`src/hdl/assert_macros.svh`:
```
// Assertion macros shared by the deframer modules.
`ifndef ASSERT_MACROS_SVH
`define ASSERT_MACROS_SVH
`ifndef SYNTHESIS
`define HLMD_ASSERT(lbl, prop, msg) \
    lbl: assert property (@(posedge aclk) disable iff (!aresetn) (prop)) else $error(msg);
`define HLMD_ASSERT_IMP(lbl, ante, cons, msg) \
    lbl: assert property (@(posedge aclk) disable iff (!aresetn) (ante) |-> (cons)) \
        else $error(msg);
`else
`define HLMD_ASSERT(lbl, prop, msg)
`define HLMD_ASSERT_IMP(lbl, ante, cons, msg)
`endif
`endif

```
`src/hdl/hlmd_pkg.sv`:
```
// Shared types, constants and name tables of the header-length message deframer.
package hlmd_pkg;

    localparam int MAX_TYPE_LEN = 32;
    localparam int LENGTH_BITS  = 32;
    localparam int TYPE_LEN_W   = $clog2(MAX_TYPE_LEN + 1);
    localparam int TYPE_ADDR_W  = (MAX_TYPE_LEN > 1) ? $clog2(MAX_TYPE_LEN) : 1;
    localparam logic [TYPE_LEN_W-1:0] TYPE_MAX_CNT = TYPE_LEN_W'(MAX_TYPE_LEN);

    localparam int Q_DEPTH = 4;
    localparam int Q_PTR_W = 2;
    localparam int Q_CNT_W = 3;

    localparam logic [7:0] CH_LF    = 8'h0A;
    localparam logic [7:0] CH_COLON = 8'h3A;
    localparam logic [7:0] CH_SPACE = 8'h20;
    localparam logic [7:0] CH_0     = 8'h30;
    localparam logic [7:0] CH_9     = 8'h39;

    localparam logic [3:0] NAME_A_LEN   = 4'd12;
    localparam logic [3:0] NAME_B_LEN   = 4'd14;
    localparam logic [3:0] NAME_POS_MAX = 4'd15;

    typedef struct packed {
        logic                  is_type;
        logic [7:0]            data;
        logic                  last;
        logic                  trunc;
        logic [TYPE_LEN_W-1:0] tlen;
    } cmd_t;

    typedef struct packed {
        logic                   we;
        logic [TYPE_ADDR_W-1:0] addr;
        logic [7:0]             data;
    } type_wr_t;

    function automatic logic [7:0] name_a_char(input logic [3:0] pos);
        logic [7:0] c;
        case (pos)
            4'd0:    c = "M";
            4'd1:    c = "e";
            4'd2:    c = "s";
            4'd3:    c = "s";
            4'd4:    c = "a";
            4'd5:    c = "g";
            4'd6:    c = "e";
            4'd7:    c = "-";
            4'd8:    c = "T";
            4'd9:    c = "y";
            4'd10:   c = "p";
            4'd11:   c = "e";
            default: c = 8'h00;
        endcase
        return c;
    endfunction

    function automatic logic [7:0] name_b_char(input logic [3:0] pos);
        logic [7:0] c;
        case (pos)
            4'd0:    c = "C";
            4'd1:    c = "o";
            4'd2:    c = "n";
            4'd3:    c = "t";
            4'd4:    c = "e";
            4'd5:    c = "n";
            4'd6:    c = "t";
            4'd7:    c = "-";
            4'd8:    c = "L";
            4'd9:    c = "e";
            4'd10:   c = "n";
            4'd11:   c = "g";
            4'd12:   c = "t";
            4'd13:   c = "h";
            default: c = 8'h00;
        endcase
        return c;
    endfunction

endpackage

```
`src/hdl/hlmd_front.sv`:
```
// Front end: header parser that classifies received bytes and queues output commands.
`include "assert_macros.svh"
module hlmd_front import hlmd_pkg::*; (
    input  logic       aclk,
    input  logic       aresetn,
    input  logic       s_tvalid,
    output logic       s_tready,
    input  logic [7:0] s_tdata,
    input  logic       q_full,
    output logic       q_push,
    output cmd_t       q_data,
    output type_wr_t   type_wr,
    input  logic       type_done
);

    typedef enum logic [2:0] {PH_READY, PH_HEADER, PH_BODY} phase_t;

    localparam logic [1:0] DOK_NONE = 2'd0;
    localparam logic [1:0] DOK_IN   = 2'd1;
    localparam logic [1:0] DOK_END  = 2'd2;
    localparam logic [1:0] DOK_BAD  = 2'd3;
    localparam int WIDE_W = LENGTH_BITS + 4;

    phase_t                 phase_reg, phase_next;
    logic [1:0]             flags_reg, flags_next;
    logic [3:0]             npos_reg, npos_next;
    logic                   inv_reg, inv_next;
    logic                   ats_reg, ats_next;
    logic [LENGTH_BITS-1:0] acc_reg, acc_next;
    logic [1:0]             dok_reg, dok_next;
    logic [LENGTH_BITS-1:0] clen_reg, clen_next;
    logic [TYPE_LEN_W-1:0]  tlen_reg, tlen_next;
    logic                   tovf_reg, tovf_next;
    logic [LENGTH_BITS-1:0] brem_reg, brem_next;
    logic                   pend_reg, pend_next;

    logic                   fire;
    logic [7:0]             b;
    logic [1:0]             cur_flags;
    logic [3:0]             cur_npos;
    logic                   cur_inv;
    logic                   cur_ats;
    logic [LENGTH_BITS-1:0] cur_acc;
    logic [1:0]             cur_dok;
    logic                   digit;
    logic [WIDE_W-1:0]      acc_wide;

    assign s_tready = !q_full && !pend_reg;
    assign fire     = s_tvalid && s_tready;
    assign b        = s_tdata;

    always_comb begin
        phase_next = phase_reg;
        flags_next = flags_reg;
        npos_next  = npos_reg;
        inv_next   = inv_reg;
        ats_next   = ats_reg;
        acc_next   = acc_reg;
        dok_next   = dok_reg;
        clen_next  = clen_reg;
        tlen_next  = tlen_reg;
        tovf_next  = tovf_reg;
        brem_next  = brem_reg;
        pend_next  = pend_reg && !type_done;
        q_push     = 1'b0;
        q_data     = '0;
        type_wr    = '0;

        if (phase_reg == PH_HEADER) begin
            cur_flags = flags_reg;
            cur_npos  = npos_reg;
            cur_inv   = inv_reg;
            cur_ats   = ats_reg;
            cur_acc   = acc_reg;
            cur_dok   = dok_reg;
        end else begin
            cur_flags = 2'b11;
            cur_npos  = '0;
            cur_inv   = 1'b0;
            cur_ats   = 1'b0;
            cur_acc   = '0;
            cur_dok   = DOK_NONE;
        end
        digit    = (b >= CH_0) && (b <= CH_9);
        acc_wide = ({4'b0, cur_acc} << 3) + ({4'b0, cur_acc} << 1)
                 + {{(WIDE_W-4){1'b0}}, 4'(b - CH_0)};

        if (fire) begin
            if (phase_reg == PH_BODY) begin
                if (brem_reg != '0) begin
                    if (tlen_reg != '0) begin
                        q_push       = 1'b1;
                        q_data.data  = b;
                        q_data.last  = (brem_reg == LENGTH_BITS'(1));
                        q_data.trunc = tovf_reg;
                    end
                end
                if (brem_reg <= LENGTH_BITS'(1)) begin
                    brem_next  = '0;
                    tlen_next  = '0;
                    tovf_next  = 1'b0;
                    clen_next  = '0;
                    phase_next = PH_READY;
                end else begin
                    brem_next = brem_reg - LENGTH_BITS'(1);
                end
            end else if (phase_reg != PH_HEADER && b == CH_LF) begin
                phase_next = phase_reg;
            end else begin
                phase_next = PH_HEADER;
                flags_next = cur_flags;
                npos_next  = cur_npos;
                inv_next   = cur_inv;
                ats_next   = cur_ats;
                acc_next   = cur_acc;
                dok_next   = cur_dok;
                if (b == CH_LF) begin
                    if (!cur_inv && cur_npos == '0) begin
                        if (clen_reg != '0) begin
                            brem_next  = clen_reg;
                            phase_next = PH_BODY;
                            if (tlen_reg != '0) begin
                                q_push         = 1'b1;
                                q_data.is_type = 1'b1;
                                q_data.trunc   = tovf_reg;
                                q_data.tlen    = tlen_reg;
                                pend_next      = 1'b1;
                            end
                        end else begin
                            phase_next = PH_READY;
                        end
                    end else if (cur_inv && cur_flags[1]
                                 && (cur_dok == DOK_IN || cur_dok == DOK_END)) begin
                        clen_next = cur_acc;
                    end
                    flags_next = 2'b11;
                    npos_next  = '0;
                    inv_next   = 1'b0;
                    ats_next   = 1'b0;
                    acc_next   = '0;
                    dok_next   = DOK_NONE;
                end else if (!cur_inv) begin
                    if (b == CH_COLON) begin
                        flags_next[0] = cur_flags[0] && (cur_npos == NAME_A_LEN);
                        flags_next[1] = cur_flags[1] && (cur_npos == NAME_B_LEN);
                        inv_next      = 1'b1;
                        ats_next      = 1'b1;
                        if (cur_flags[0] && (cur_npos == NAME_A_LEN)) begin
                            tlen_next = '0;
                            tovf_next = 1'b0;
                        end
                    end else begin
                        if (!(cur_npos < NAME_A_LEN && b == name_a_char(cur_npos))) begin
                            flags_next[0] = 1'b0;
                        end
                        if (!(cur_npos < NAME_B_LEN && b == name_b_char(cur_npos))) begin
                            flags_next[1] = 1'b0;
                        end
                        if (cur_npos < NAME_POS_MAX) begin
                            npos_next = cur_npos + 4'd1;
                        end
                    end
                end else if (cur_ats && b == CH_SPACE) begin
                    ats_next = 1'b0;
                end else begin
                    ats_next = 1'b0;
                    if (cur_flags[0]) begin
                        if (tlen_reg < TYPE_MAX_CNT) begin
                            type_wr.we   = 1'b1;
                            type_wr.addr = tlen_reg[TYPE_ADDR_W-1:0];
                            type_wr.data = b;
                            tlen_next    = tlen_reg + TYPE_LEN_W'(1);
                        end else begin
                            tovf_next = 1'b1;
                        end
                    end
                    if (cur_flags[1]) begin
                        if (cur_dok == DOK_NONE) begin
                            dok_next = digit ? DOK_IN : DOK_BAD;
                        end else if (cur_dok == DOK_IN && !digit) begin
                            dok_next = DOK_END;
                        end
                        if (dok_next == DOK_IN && digit) begin
                            if (acc_wide[WIDE_W-1:LENGTH_BITS] != '0) begin
                                dok_next = DOK_BAD;
                            end else begin
                                acc_next = acc_wide[LENGTH_BITS-1:0];
                            end
                        end
                    end
                end
            end
        end
    end

    always_ff @(posedge aclk) begin
        if (!aresetn) begin
            phase_reg <= PH_READY;
            flags_reg <= 2'b11;
            npos_reg  <= '0;
            inv_reg   <= 1'b0;
            ats_reg   <= 1'b0;
            acc_reg   <= '0;
            dok_reg   <= DOK_NONE;
            clen_reg  <= '0;
            tlen_reg  <= '0;
            tovf_reg  <= 1'b0;
            brem_reg  <= '0;
            pend_reg  <= 1'b0;
        end else begin
            phase_reg <= phase_next;
            flags_reg <= flags_next;
            npos_reg  <= npos_next;
            inv_reg   <= inv_next;
            ats_reg   <= ats_next;
            acc_reg   <= acc_next;
            dok_reg   <= dok_next;
            clen_reg  <= clen_next;
            tlen_reg  <= tlen_next;
            tovf_reg  <= tovf_next;
            brem_reg  <= brem_next;
            pend_reg  <= pend_next;
        end
    end

    `HLMD_ASSERT_IMP(a_pend_in_body, pend_reg, phase_reg == PH_BODY, "type run pending outside body")
    `HLMD_ASSERT_IMP(a_tlen_bound, 1'b1, tlen_reg <= TYPE_MAX_CNT, "type length beyond store")

endmodule

```
`src/hdl/hlmd_fifo.sv`:
```
// Short command queue between the parser and the output sequencer.
`include "assert_macros.svh"
module hlmd_fifo import hlmd_pkg::*; (
    input  logic aclk,
    input  logic aresetn,
    input  logic push,
    input  cmd_t push_data,
    output logic full,
    input  logic pop,
    output cmd_t pop_data,
    output logic empty
);

    cmd_t               mem_reg [Q_DEPTH];
    logic [Q_PTR_W-1:0] wr_ptr_reg;
    logic [Q_PTR_W-1:0] rd_ptr_reg;
    logic [Q_CNT_W-1:0] cnt_reg;
    logic               do_push;
    logic               do_pop;

    assign full     = (cnt_reg == Q_CNT_W'(Q_DEPTH));
    assign empty    = (cnt_reg == '0);
    assign do_push  = push && !full;
    assign do_pop   = pop && !empty;
    assign pop_data = mem_reg[rd_ptr_reg];

    always_ff @(posedge aclk) begin
        if (do_push) begin
            mem_reg[wr_ptr_reg] <= push_data;
        end
    end

    always_ff @(posedge aclk) begin
        if (!aresetn) begin
            wr_ptr_reg <= '0;
            rd_ptr_reg <= '0;
            cnt_reg    <= '0;
        end else begin
            if (do_push) begin
                wr_ptr_reg <= wr_ptr_reg + Q_PTR_W'(1);
            end
            if (do_pop) begin
                rd_ptr_reg <= rd_ptr_reg + Q_PTR_W'(1);
            end
            cnt_reg <= cnt_reg + Q_CNT_W'(do_push) - Q_CNT_W'(do_pop);
        end
    end

    `HLMD_ASSERT_IMP(a_no_push_full, push, !full, "request pushed into full queue")

endmodule

```
`src/hdl/hlmd_back.sv`:
```
// Back end: type store and output sequencer that emits type runs and body bytes.
`include "assert_macros.svh"
module hlmd_back import hlmd_pkg::*; (
    input  logic        aclk,
    input  logic        aresetn,
    input  type_wr_t    type_wr,
    input  logic        q_empty,
    input  cmd_t        q_data,
    output logic        q_pop,
    output logic        type_done,
    output logic        m_tvalid,
    input  logic        m_tready,
    output logic [15:0] m_tdata,
    output logic        m_tlast,
    output logic        m_tuser
);

    typedef enum logic [1:0] {ST_IDLE, ST_READ, ST_EMIT} state_t;

    logic [7:0]            store_mem [MAX_TYPE_LEN];
    logic [7:0]            rd_data_reg;
    state_t                state_reg;
    logic [TYPE_LEN_W-1:0] idx_reg;
    logic [TYPE_LEN_W-1:0] len_reg;
    logic                  trunc_reg;
    logic                  done_reg;
    logic                  valid_reg;
    logic [7:0]            byte_reg;
    logic                  last_reg;
    logic                  otrunc_reg;
    logic                  kind_reg;
    logic                  out_free;
    logic                  type_last;
    logic                  out_load;

    assign out_free  = !valid_reg || m_tready;
    assign q_pop     = (state_reg == ST_IDLE) && !q_empty && out_free;
    assign type_last = (idx_reg + TYPE_LEN_W'(1) == len_reg);
    assign out_load  = (q_pop && !q_data.is_type) || ((state_reg == ST_EMIT) && out_free);
    assign type_done = done_reg;
    assign m_tvalid  = valid_reg;
    assign m_tdata   = {7'b0, otrunc_reg, byte_reg};
    assign m_tlast   = last_reg;
    assign m_tuser   = kind_reg;

    always_ff @(posedge aclk) begin
        if (type_wr.we) begin
            store_mem[type_wr.addr] <= type_wr.data;
        end
        rd_data_reg <= store_mem[idx_reg[TYPE_ADDR_W-1:0]];
    end

    always_ff @(posedge aclk) begin
        if (!aresetn) begin
            state_reg <= ST_IDLE;
            valid_reg <= 1'b0;
            done_reg  <= 1'b0;
        end else begin
            done_reg <= (state_reg == ST_EMIT) && out_free && type_last;
            if (out_load) begin
                valid_reg <= 1'b1;
            end else if (m_tready) begin
                valid_reg <= 1'b0;
            end
            unique case (state_reg)
                ST_IDLE: begin
                    if (q_pop) begin
                        if (q_data.is_type) begin
                            len_reg   <= q_data.tlen;
                            trunc_reg <= q_data.trunc;
                            idx_reg   <= '0;
                            state_reg <= ST_READ;
                        end else begin
                            kind_reg   <= 1'b1;
                            byte_reg   <= q_data.data;
                            last_reg   <= q_data.last;
                            otrunc_reg <= q_data.trunc;
                        end
                    end
                end
                ST_READ: begin
                    state_reg <= ST_EMIT;
                end
                ST_EMIT: begin
                    if (out_free) begin
                        kind_reg   <= 1'b0;
                        byte_reg   <= rd_data_reg;
                        last_reg   <= type_last;
                        otrunc_reg <= trunc_reg;
                        if (type_last) begin
                            state_reg <= ST_IDLE;
                        end else begin
                            idx_reg   <= idx_reg + TYPE_LEN_W'(1);
                            state_reg <= ST_READ;
                        end
                    end
                end
                default: begin
                    state_reg <= ST_IDLE;
                end
            endcase
        end
    end

    `HLMD_ASSERT_IMP(a_idx_in_run, state_reg != ST_IDLE, idx_reg < len_reg, "type index past run")
    `HLMD_ASSERT_IMP(a_done_last, done_reg, valid_reg && last_reg && !kind_reg, "done without last type byte")

endmodule

```
`src/hdl/header_length_message_deframer.sv`:
```
// A body byte passes through the command queue and the output register to the m_ side.
// Header and body bytes are taken one byte per cycle while the command queue is not full;
// at the end of the headers the input holds off while the type run drains from the type store.
// The type store read port and its registered read data set the type run pace.
// Reset: synchronous active-low aresetn clears parser, queue and output control;
// the type store holds no reset; only entries written for the current run are emitted.
module header_length_message_deframer import hlmd_pkg::*; (
    input  logic        aclk,
    input  logic        aresetn,
    input  logic        s_tvalid,
    output logic        s_tready,
    input  logic [7:0]  s_tdata,   // [7:0] rx_byte
    output logic        m_tvalid,
    input  logic        m_tready,
    output logic [15:0] m_tdata,   // [7:0] out_byte, [8] type_truncated, [15:9] zero
    output logic        m_tlast,   // run_last
    output logic        m_tuser    // item_kind
);

    logic     q_full;
    logic     q_push;
    cmd_t     q_in;
    logic     q_pop;
    cmd_t     q_out;
    logic     q_empty;
    type_wr_t type_wr;
    logic     type_done;

    hlmd_front u_front (
        .aclk      (aclk),
        .aresetn   (aresetn),
        .s_tvalid  (s_tvalid),
        .s_tready  (s_tready),
        .s_tdata   (s_tdata),
        .q_full    (q_full),
        .q_push    (q_push),
        .q_data    (q_in),
        .type_wr   (type_wr),
        .type_done (type_done)
    );

    hlmd_fifo u_fifo (
        .aclk      (aclk),
        .aresetn   (aresetn),
        .push      (q_push),
        .push_data (q_in),
        .full      (q_full),
        .pop       (q_pop),
        .pop_data  (q_out),
        .empty     (q_empty)
    );

    hlmd_back u_back (
        .aclk      (aclk),
        .aresetn   (aresetn),
        .type_wr   (type_wr),
        .q_empty   (q_empty),
        .q_data    (q_out),
        .q_pop     (q_pop),
        .type_done (type_done),
        .m_tvalid  (m_tvalid),
        .m_tready  (m_tready),
        .m_tdata   (m_tdata),
        .m_tlast   (m_tlast),
        .m_tuser   (m_tuser)
    );

endmodule

```
`config.mk`:
```
export PLATFORM = sky130hd
export DESIGN_NAME = header_length_message_deframer
export DESIGN_NICKNAME = d
export VERILOG_FILES = /design/src/hdl/hlmd_pkg.sv /design/src/hdl/hlmd_front.sv /design/src/hdl/hlmd_fifo.sv /design/src/hdl/hlmd_back.sv /design/src/hdl/header_length_message_deframer.sv
export VERILOG_INCLUDE_DIRS = /design/src /design/src/hdl
export SDC_FILE = /design/constraint.sdc
export NUM_CORES = 1
export LEC_CHECK = 0
export ABC_AREA = 1
export BUFFER_PORTS_ARGS = -buffer_cell sky130_fd_sc_hd__buf_4
export CORE_UTILIZATION = 57
export DETAILED_ROUTE_END_ITERATION = 16
export PLACE_DENSITY = 0.79
export SYNTH_ARGS = -nofsm -noshare
export SYNTH_HDL_FRONTEND = slang
export SYNTH_SLANG_ARGS = --single-unit
export TNS_END_PERCENT = 100
```
`constraint.sdc`:
```
create_clock -name aclk -period 3.8 [get_ports aclk]
set_input_delay 0.57 -clock aclk [delete_from_list [all_inputs] [get_ports aclk]]
set_output_delay 0.57 -clock aclk [all_outputs]
set_load 0.05 [all_outputs]
```
==> summary.md, run 1 <==
| Metric | Value |
|---|---|
| Crit path max fanout | 8 |
| Placed cell count | 3242 |
| Layout cell share with drive strength beyond 1 | 13.8% |
| Global-route wire length before repair | 103000 um |
| Final setup fails | 0 |
| FF/Latch Area | 13200 um^2 |
| GRT Util Overall | 29.9% |
| Commonest non-fill, non-tap cell in the layout | nand2_1 |
| Initial antenna violation count | 0 |
| Mapped Area | 24200 um^2 |
| Setup WS post-layout | 0.195 ns |
| Status | finished, final reports clean |
| Filler Cells Inserted | 3231 |
| Largest area contributor in the netlist | edfxtp_1 |
| Area contributors post-synth | edfxtp_1 43%, dfxtp_1 11%, nand2_1 6.4% |
| Post-synth EDFFs | 348 |
| Maximum VDD drop | 357 uV |
| Main synth FF type | edfxtp_1 |
| Drt wl/cell | 19.6 um |
| Cell Rows | 75 |
| Clock transition at path regs | 0.06 ns |
| H-tree depth | 2 |
| Pwr dens | 494 nW/um^2 |
| Die area | 43300 um^2 |
| Normalized max-slew margin | 20.6% |
| Async set-or-reset flop fraction in the synthesized netlist | 0% |
| Comb pwr share | 19.2% |
| Initial core utilization | 57.7% |
| Vias per cell | 5.99 |
| Global route total overflow | 0 |
| First drt pass iteration count | 6 |
| PortBufs | 24 |
| Min cycle time layout | 3.60 ns |
| Post-route DRC violation count | 0 |
| CTS tree | yes |
| Die Wd | 208 um |
| Setup TNS Final | 0 ns |
| Synth warn | 0 |
| Placer Congestion | 0.939 |
| Via count | 20000 |
| Max-capacitance violation count | 0 |
| Internal power | 9.67 mW |
| CTS buffer count | 48 |
| Vias in the first global route | 19500 |
| Final wirelength | 65300 um |
| Fin Clk Skew | 0.0138 ns |
| Max Root-Sink Buffers | 3 |
| Final Hold Fails | 0 |
| Net Sw Power | 4.01 mW |
| Max Clock Freq | 277 MHz |
| Leak pwr | 10.4 nW |
| Commonest non-fill, non-tap cells in the layout | 408 x nand2_1, 385 x nor2_1, 348 x edfxtp_1 |
| Seq pwr share | 43.6% |
| Worst-skew pair later-pin latency | 0.58 ns |
| Arrival time worst endpoint | 4.04 ns |
| Max Slew Vio Count | 0 |
| CTS root buffer | clkbuf_16 |
| Area of the multi-input gates | 9720 um^2 |
| Clock power share | 37.2% |
| Critical Path End Type | flip-flop |
| CP required | 4.24 ns |
| Largest net degree at the start of global routing | 82 |
| Post-synth cell types | 67 |
| # IOs | 32 |
| Post-route insts no fill | 3339 |
| Iter 0 DRT Violations | 2079 |
| Syn_area_per_cell | 9.17 um^2 |
| Worst-Margin Slew | 1.19 ns |
| Register area share after synthesis | 54.5% |
| Dpl hpwl | 43900 um |
| Post-placement setup slack | 0.0853 ns |
| Period Utilization, post-route | 94.9% |
| CP startpoint kind | flip-flop |
| Area Growth Syn to Fin | 14.3% |
| Top cell type's share of synthesized area | 43.2% |
| Inserted Diodes | 0 |
| Count of clock tree sinks | 485 |
| Post-synthesis register bit count | 485 |
| Syn Inst Count | 2642 |
| Critical path type | reg2reg |
| Sw Share | 29.3% |
| Hold Crit Class | in2reg |
| ANT nets after route | 0 |
| Die height | 208 um |
| Finished Core Util | 66.0% |
| Nets | 2857 |
| Core ar. | 41900 um^2 |
| Min Hold Slack | 0.319 ns |
| Max FFs per register | 256 |
-- final timing paths --
| check | from | end | slack, ns | cells after the start |
|---|---|---|---|---|
| setup / recovery | u_front.phase_reg[1]$_SDFFE_PN0P_ | u_front.acc_reg[6]$_SDFFE_PN0P_ | 0.20 | 25 |
| setup reg to reg | u_front.phase_reg[1]$_SDFFE_PN0P_ | u_front.acc_reg[6]$_SDFFE_PN0P_ | 0.20 | 25 |
| hold reg to reg | u_front.npos_reg[3]$_SDFFE_PN0P_ | u_front.npos_reg[3]$_SDFFE_PN0P_ | 0.47 | 2 |
| hold / removal | m_tready | u_back.state_reg[1]$_SDFFE_PN0P_ | 0.32 | 4 |
-- per-stage QoR --
stage	total power [mW]	area, um^2
final	13.7	27700
after global routing	14.1	27700
after CTS	13.7	27500
after detailed placement	8.61	25800
after global placement	8.51	25800
after floorplan	7.75	24200
-- power by group through the flow --
stage / logic, mW / registers, mW / clock network (mW)
after global routing: 2.84 / 5.97 / 5.31
final: 2.62 / 5.96 / 5.09
after floorplan: 1.67 / 6.08 / 0
after global placement: 2.45 / 6.06 / 0
after detailed placement: 2.55 / 6.07 / 0
after CTS: 2.58 / 5.96 / 5.12
-- Yosys cell counts (all sizes together), types with 2 or more instances --
library cell  number
o2111ai            2
o21bai             7
edfxtp           348
a22oi             11
or2                9
clkbuf            98
fa                 2
a31oi             19
nor2             414
nand2            419
dfxtp            137
a21boi             2
o211ai            17
buf               27
a211oi            11
o31ai              3
ha                83
o21ai            278
nand3             54
inv              245
xnor2             18
o21a               3
a21oi            193
mux2               7
a31o               4
clkinv             6
o22ai             83
o221ai            13
a32oi              3
nand4             20
xor2              44
a221oi             9
nor4              14
nor3              28
-- what timing repair did --
item	CTS	global route
hold buffers	0	0
setup endpoints to repair	0	44
gates resized for setup	0	35
setup buffers	0	4
-- metal layers --
layer	vias to the layer above	wire length [um]	part of all wire, %	track usage, %
li1	9348	-	-	-
met1	9472	25800	39	37.8
met2	982	32000	49	51.3
met3	185	4800	7.4	3.83
met4	0	2780	4.2	13.5
met5	-	0	0	0
-- critical path: stages, from the launching register on --
cell and delay (ns):
dfxtp_1 0.33, inv_2 0.08, nand2_4 0.06, buf_4 0.18, nor2_4 0.10, xor2_1 0.17
inv_1 0.10, ha_4 0.16, o21bai_1 0.15, ha_1 0.36, or2_1 0.24, nand3_1 0.12
nand2_2 0.09, nand2_1 0.08, nand2_2 0.07, nand2_2 0.07, nand2_1 0.06, nand2_2 0.09
nand3_4 0.10, nor2_8 0.15, nand2_8 0.09, nor2_8 0.22, clkbuf_16 0.19, nand2_1 0.06
o211ai_2 0.07, a21oi_2 0.06
-- final cells by class --
| type | count | area share (%) |
|---|---|---|
| clock buffer | 62 | 4.75 |
| multi-input combinational | 1789 | 35.1 |
| clock inverter | 28 | 1.37 |
| timing repair buffer | 185 | 5.26 |
| sequential | 485 | 47.7 |
| inverter | 251 | 3.43 |
| tap | 539 | 2.44 |
-- cell families (layout without fill, tap and decap cells) --
kind of cell    Yosys count  in the layout  synth area share, %
compound gates          663            663                 15.8
xor+xnor                 62             62                 2.24
fa+ha+maj                85             85                 4.45
buf+inv                 376            526                 6.18
flops                   485            485                 54.5
mux                       7              7                0.326
other cells               1              7               0.0155
simple gates            963            965                 16.5
Power figures use the tool's default switching activity.
==> run 2: changes to the inputs <==
--- a/config.mk
+++ b/config.mk
@@ -8,9 +8,9 @@
 export LEC_CHECK = 0
 export ABC_AREA = 1
 export BUFFER_PORTS_ARGS = -buffer_cell sky130_fd_sc_hd__buf_4
-export CORE_UTILIZATION = 57
+export CORE_UTILIZATION = 55
 export DETAILED_ROUTE_END_ITERATION = 16
-export PLACE_DENSITY = 0.79
+export PLACE_DENSITY = 0.77
 export SYNTH_ARGS = -nofsm -noshare
 export SYNTH_HDL_FRONTEND = slang
 export SYNTH_SLANG_ARGS = --single-unit
==> run 2 against run 1 <==
  * Critical path depth down 2
  * Clock power down 13%
  * Largest power group unchanged
  * Utilization down 3.2 points
==> summary.md, run 2 (same netlist as run 1, synthesis figures left out) <==
| Metric | Value |
|---|---|
| Global-route wire length before repair | 102000 um (-0.64%) |
| Pwr dens | 479 nW/um^2 (-3.1%) |
| CP required | 4.29 ns (+0.05 ns) |
| Worst Reg-to-Reg Cells | 23 (-8.0%) |
| Placed Area | 25600 um^2 (-0.68%) |
| Max-capacitance violation count | 0 (unchanged) |
| Post-route insts no fill | 3348 (+0.27%) |
| Die Wd | 212 um (+1.8%) |
| ANT nets after route | 0 (unchanged) |
| Worst-skew pair later-pin latency | 0.57 ns (about the same) |
| Final Hold Fails | 0 (unchanged) |
| Fin Clk Skew | 0.0151 ns (+0.00121 ns) |
| Initial antenna violation count | 0 (unchanged) |
| Critical path type | reg2reg |
| Hold Crit Class | in2reg |
| Post-route DRC violation count | 0 (unchanged) |
| Core ar. | 43300 um^2 (+3.1%) |
| Die height | 212 um (+1.8%) |
| Crit path max fanout | 9 (+1) |
| Min Hold Slack | 0.331 ns (+0.0122 ns) |
| Critical Path End Type | flip-flop |
| Count of clock tree sinks | 485 (unchanged) |
| Drt wl/cell | 19.6 um (about the same) |
| Nets | 2822 (-1.2%) |
| Layout cell share with drive strength beyond 1 | 11.9% (-1.9 points) |
| Via count | 19800 (-1.1%) |
| Finished Core Util | 62.8% (-3.2 points) |
| Commonest non-fill, non-tap cell in the layout | nand2_1 |
| Setup TNS Final | 0 ns (unchanged) |
| Max FFs per register | 256 (unchanged) |
| GRT Util Overall | 29.2% (-0.71 points) |
| Reg-to-reg endpoint | u_front.acc_reg[29]$_SDFFE_PN0P_ |
| Total power draw | 13.0 mW (-5.0%) |
| Final wirelength | 65500 um (+0.21%) |
| Placer Congestion | 0.938 (-0.14%) |
| H-tree depth | 2 (unchanged) |
| CP startpoint kind | flip-flop |
| Period Utilization, post-route | 95.9% (+1.0 points) |
| Min cycle time layout | 3.64 ns (+0.0394 ns) |
| Largest net degree at the start of global routing | 80 (-2.4%) |
| Vias per cell | 5.90 (-1.4%) |
| Leak pwr | 10.1 nW (-2.9%) |
| First drt pass iteration count | 6 (unchanged) |
| Beginning of the worst hold path | m_tready |
| Clock transition at path regs | 0.07 ns (about the same) |
| Max Slew Vio Count | 0 (unchanged) |
| CTS root buffer | clkbuf_16 |
| Worst-Margin Slew | 1.17 ns (-0.0162 ns) |
| Final setup fails | 0 (unchanged) |
| # IOs | 32 (unchanged) |
| Worst Hold End | u_back.state_reg[1]$_SDFFE_PN0P_ |
| Normalized max-slew margin | 21.7% (+1.1 points) |
| Dpl hpwl | 44400 um (+1.2%) |
| Die area | 44900 um^2 (+3.6%) |
| Max Clock Freq | 274 MHz (-1.1%) |
| Max Root-Sink Buffers | 3 (unchanged) |
| Arrival time worst endpoint | 4.13 ns (+0.09 ns) |
| Placed cell count | 3257 (+0.46%) |
| PortBufs | 24 (unchanged) |
| Global route total overflow | 0 (unchanged) |
| Hold Crit Depth | 4 (unchanged) |
| Vias in the first global route | 19000 (-2.7%) |
| CTS buffer count | 46 (-4.2%) |
| Reg2reg setup slack | 0.16 ns (-0.04 ns) |
| Maximum VDD drop | 316 uV (-11%) |
| Final instance area | 27200 um^2 (-1.9%) |
| Reg2reg start | u_front.phase_reg[1]$_SDFFE_PN0P_ |
| Cell Rows | 76 (+1.3%) |
| Post-placement setup slack | -0.183 ns (-0.269 ns) |
| Commonest non-fill, non-tap cells in the layout | 414 x nand2_1, 384 x nor2_1, 348 x edfxtp_1 |
| Area Growth Syn to Fin | 12.1% |
| Setup WS post-layout | 0.156 ns (-0.0394 ns) |
| Inserted Diodes | 0 (unchanged) |
| CTS tree | yes |
| Iter 0 DRT Violations | 2140 (+2.9%) |
| Status | finished, final reports clean |
| Initial core utilization | 56.0% (-1.8 points) |
## run 2: cell count changes in the layout (fill, tap and decap cells not counted), moves of 5 or more
cell	previous run	this run
a21oi_1	177	182
a21oi_2	16	11
buf_4	180	150
bufinv_16	9	2
nand2_1	408	414
nand2_2	9	3
## run 2: cell type report
type,count,area (um^2)
clock inverter,28,220
timing repair buffer,154,1200
sequential,485,13200
clock buffer,58,1230
inverter,251,951
fill,3420,16100
multi-input combinational,1787,9630
tap,585,732
## run 2: worst max-delay path, stage by stage, from the launching register on
cell and delay [ns]:
dfxtp_1 0.32, inv_2 0.07, nand2_4 0.09, buf_8 0.17, nor2_2 0.14, buf_4 0.19
ha_1 0.24, ha_1 0.36, or2_1 0.26, nand3_1 0.10, nand2_1 0.10, nand2_1 0.07
nand2_1 0.09, nand2_1 0.09, nand2_1 0.05, nand2_1 0.09, nand3_2 0.13, nor2_8 0.14
nand2_8 0.11, nor2_8 0.18, buf_4 0.17, buf_4 0.15, o211ai_2 0.09, a21oi_2 0.14
## run 2: timing repair
item,CTS,global route
hold buffers,0,0
setup endpoints to repair,18,33
gates resized for setup,3,19
pin swaps,0,2
buffers inserted,0,5
## run 2: how the worst max path moves through the flow
stage | startpoint | cells past startpoint | end
3_3_place_gp | u_front.phase_reg[0]$_SDFFE_PN0P_ | 20 | u_front.acc_reg[20]$_SDFFE_PN0P_
5_1_grt | u_front.phase_reg[1]$_SDFFE_PN0P_ | 24 | u_front.acc_reg[29]$_SDFFE_PN0P_
3_5_place_dp | u_front.phase_reg[0]$_SDFFE_PN0P_ | 22 | u_front.acc_reg[17]$_SDFFE_PN0P_
6_report | u_front.phase_reg[1]$_SDFFE_PN0P_ | 23 | u_front.acc_reg[29]$_SDFFE_PN0P_
4_1_cts | u_front.phase_reg[0]$_SDFFE_PN0P_ | 23 | u_front.acc_reg[17]$_SDFFE_PN0P_
2_1_floorplan | u_front.phase_reg[0]$_SDFFE_PN0P_ | 24 | u_front.acc_reg[15]$_SDFFE_PN0P_
## run 2: power breakdown
group	switching, mW	internal [mW]	leakage (nW)
clock	1.97	2.44	0.697
combinational	1.84	0.764	5.74
sequential	0.144	5.84	3.70
total	3.95	9.04	10.1
## run 2: routing by layer
layer  GRT usage [%]  part of all wire [%]
met1            37.4                    40
met3            3.77                   7.4
met2            48.7                    48
met5               0                     0
met4            14.7                   4.9
==> run 3: changes to the inputs <==
--- a/config.mk
+++ b/config.mk
@@ -7,7 +7,7 @@
 export NUM_CORES = 1
 export LEC_CHECK = 0
 export ABC_AREA = 1
-export BUFFER_PORTS_ARGS = -buffer_cell sky130_fd_sc_hd__buf_4
+export BUFFER_PORTS_ARGS = -buffer_cell sky130_fd_sc_hd__buf_2
 export CORE_UTILIZATION = 55
 export DETAILED_ROUTE_END_ITERATION = 16
 export PLACE_DENSITY = 0.77
==> run 3 against run 2 <==
  * Worst hold slack better by 0.0034 ns
  * Flip-flop and latch count unchanged
  * Die area unchanged
  * First-iteration DRC count up 0.23%
  * Setup slack better by 0.080 ns
  * Combinational power about the same
  * Routed wire length down 1.8%
  * Utilization up 0.33 points
  * Largest cell class unchanged
==> summary.md, run 3 (same netlist as run 1, synthesis figures left out) <==
| Metric | Value |
|---|---|
| Setup WS post-layout | 0.236 ns (+0.0802 ns) |
| Vias in the first global route | 18600 (-2.2%) |
| Final wirelength | 64300 um (-1.8%) |
| Nets | 2837 (+0.53%) |
| Reg2reg setup slack | 0.24 ns (+0.08 ns) |
| CTS buffer count | 45 (-2.2%) |
| Count of clock tree sinks | 485 (unchanged) |
| Vias per cell | 5.86 (-0.67%) |
| Die height | 212 um (unchanged) |
| Cell Rows | 76 (unchanged) |
| ANT nets after route | 0 (unchanged) |
| Max FFs per register | 256 (unchanged) |
| First drt pass iteration count | 6 (unchanged) |
| Post-placement setup slack | 0.0670 ns (+0.250 ns) |
| Leak pwr | 10.2 nW (+0.89%) |
| Critical Path End Type | flip-flop |
| Initial core utilization | 56.0% (unchanged) |
| Max Root-Sink Buffers | 3 (unchanged) |
| Final setup fails | 0 (unchanged) |
| Maximum VDD drop | 348 uV (+10%) |
| Max-capacitance violation count | 0 (unchanged) |
| Die Wd | 212 um (unchanged) |
| PortBufs | 24 (unchanged) |
| Post-route DRC violation count | 0 (unchanged) |
| Layout cell share with drive strength beyond 1 | 12.5% (+0.67 points) |
| Reg2reg start | u_front.phase_reg[1]$_SDFFE_PN0P_ |
| Total power draw | 13.2 mW (+1.9%) |
| Commonest non-fill, non-tap cells in the layout | 414 x nand2_1, 388 x nor2_1, 348 x edfxtp_1 |
| Worst-Margin Slew | 1.16 ns (-0.00849 ns) |
| Filler Cells Inserted | 3409 (-0.32%) |
| Critical path type | reg2reg |
| Drt wl/cell | 19.1 um (-2.2%) |
| Initial antenna violation count | 0 (unchanged) |
| Iter 0 DRT Violations | 2145 (+0.23%) |
| Die area | 44900 um^2 (unchanged) |
| Inserted Diodes | 0 (unchanged) |
| Max Slew Vio Count | 0 (unchanged) |
| Placer Congestion | 0.944 (+0.67%) |
| CTS tree | yes |
| # IOs | 32 (unchanged) |
| Largest net degree at the start of global routing | 85 (+6.3%) |
| GRT Max-Usage Layer | met2 |
| Dpl hpwl | 43900 um (-1.1%) |
| Global-route wire length before repair | 100000 um (-1.8%) |
| Met3 Use GR | 3.69% (-0.074 points) |
| Area Growth Syn to Fin | 12.7% |
| Source of the critical timing path | u_front.phase_reg[1]$_SDFFE_PN0P_ |
| Routing usage on met2 | 47.4% (-1.2 points) |
| Max Clock Freq | 281 MHz (+2.3%) |
| CTS root buffer | clkbuf_16 |
| Status | finished, final reports clean |
| Commonest non-fill, non-tap cell in the layout | nand2_1 |
| Arrival time worst endpoint | 4.00 ns (-0.13 ns) |
| Final Hold Fails | 0 (unchanged) |
| GRT Util Overall | 28.6% (-0.58 points) |
| Clock transition at path regs | 0.07 ns (about the same) |
| Hold Crit Class | in2reg |
| Global route total overflow | 0 (unchanged) |
| Normalized max-slew margin | 22.3% (+0.57 points) |
| H-tree depth | 2 (unchanged) |
| Worst Reg-to-Reg Cells | 24 (+4.3%) |
| Core ar. | 43300 um^2 (unchanged) |
| Period Utilization, post-route | 93.8% (-2.1 points) |
| Pwr dens | 485 nW/um^2 (+1.4%) |
| Fin Clk Skew | 0.0278 ns (+0.0127 ns) |
| Worst-skew pair later-pin latency | 0.58 ns (about the same) |
| Crit path max fanout | 7 (-2) |
| Met1 usage | 36.9% (-0.52 points) |
| CP startpoint kind | flip-flop |
| CP required | 4.23 ns (-0.06 ns) |
| Min cycle time layout | 3.56 ns (-0.0802 ns) |
| Reg-to-reg endpoint | u_front.acc_reg[5]$_SDFFE_PN0P_ |
| Crit path capture | u_front.acc_reg[5]$_SDFFE_PN0P_ |
| Via count | 19700 (-0.31%) |
run 3: cell count changes in the layout (fill, tap and decap cells not counted), sizes merged:
cell,delta
buf,+15
inv,+1
clkbuf,-1
clkinv,-8
nor2,+1
bufinv,+4
run 3: metrics by stage:
step | std cells | hold WS, ns | cell area (um^2) | utilization (%) | setup TNS, ns
after floorplan | 2648 | 0.436 | 24200 | - | 0
after global placement | 3270 | 0.452 | 25600 | 59.2 | 0
after detailed placement | 3270 | 0.457 | 25600 | 59.2 | 0
after CTS | 3352 | 0.312 | 27100 | 62.7 | 0
after global routing | 3360 | 0.333 | 27300 | 63.1 | -0.0331
final | 3360 | 0.335 | 27300 | 63.1 | 0
run 3: layout make-up:
class                           instances  area [um^2]  share of cell area [%]
Multi-Input combinational cell       1788         9650                    35.3
Clock inverter                         25          314                    1.15
Inverter                              251          951                    3.48
Timing Repair Buffer                  169         1230                    4.52
Sequential cell                       485        13200                    48.3
Tap cell                              585          732                    2.68
Clock buffer                           57         1220                    4.49
run 3: worst min-delay path by stage:
stage                               startpoint                               end  slack (ns)  cells past startpoint
3_5_place_dp   u_front.acc_reg[4]$_SDFFE_PN0P_   u_front.acc_reg[4]$_SDFFE_PN0P_        0.46                      2
2_1_floorplan    u_front.tovf_reg$_SDFFE_PN0P_     u_front.tovf_reg$_SDFFE_PN0P_        0.44                      2
6_report                              m_tready  u_back.state_reg[1]$_SDFFE_PN0P_        0.33                      4
5_1_grt                               m_tready  u_back.state_reg[1]$_SDFFE_PN0P_        0.33                      4
4_1_cts                               m_tready  u_back.state_reg[1]$_SDFFE_PN0P_        0.31                      4
3_3_place_gp   u_front.acc_reg[4]$_SDFFE_PN0P_   u_front.acc_reg[4]$_SDFFE_PN0P_        0.45                      2
run 3: where the power goes:
group | switching [mW] | internal, mW
logic | 1.83 | 0.758
clock network | 1.98 | 2.71
registers | 0.124 | 5.84
run 3: worst max-delay path: stages (launching register included):
cell      delay (ns)
dfxtp_2         0.32
inv_2           0.07
nand2_4         0.10
buf_12          0.15
nor2_2          0.12
ha_1            0.29
ha_4            0.22
fa_1            0.39
nand2_1         0.08
nand2_1         0.09
nand3_1         0.09
nand2_1         0.10
nand2_1         0.07
nand2_1         0.09
nand2_1         0.09
nand2_1         0.05
nand2_1         0.09
nand3_2         0.13
nor2_8          0.17
nand2_8         0.10
nor2_8          0.20
buf_4           0.19
nand2_1         0.07
o211ai_2        0.06
a21oi_1         0.07
run 3: timing repair:
item	CTS	global route
resized for setup	0	20
endpoints found under the setup margin	0	33
setup buffers	0	7
endpoints found under the hold margin	0	0
hold buffers	0	0
run 3: layer usage:
metal  routed length (um)  vias to the layer above  part of all wire [%]
met4                 3430                        0                   5.3
met1                25700                     9320                    40
met5                    0                        -                     0
met3                 4700                      181                   7.3
met2                30500                      897                    47
li1                     -                     9306                     -
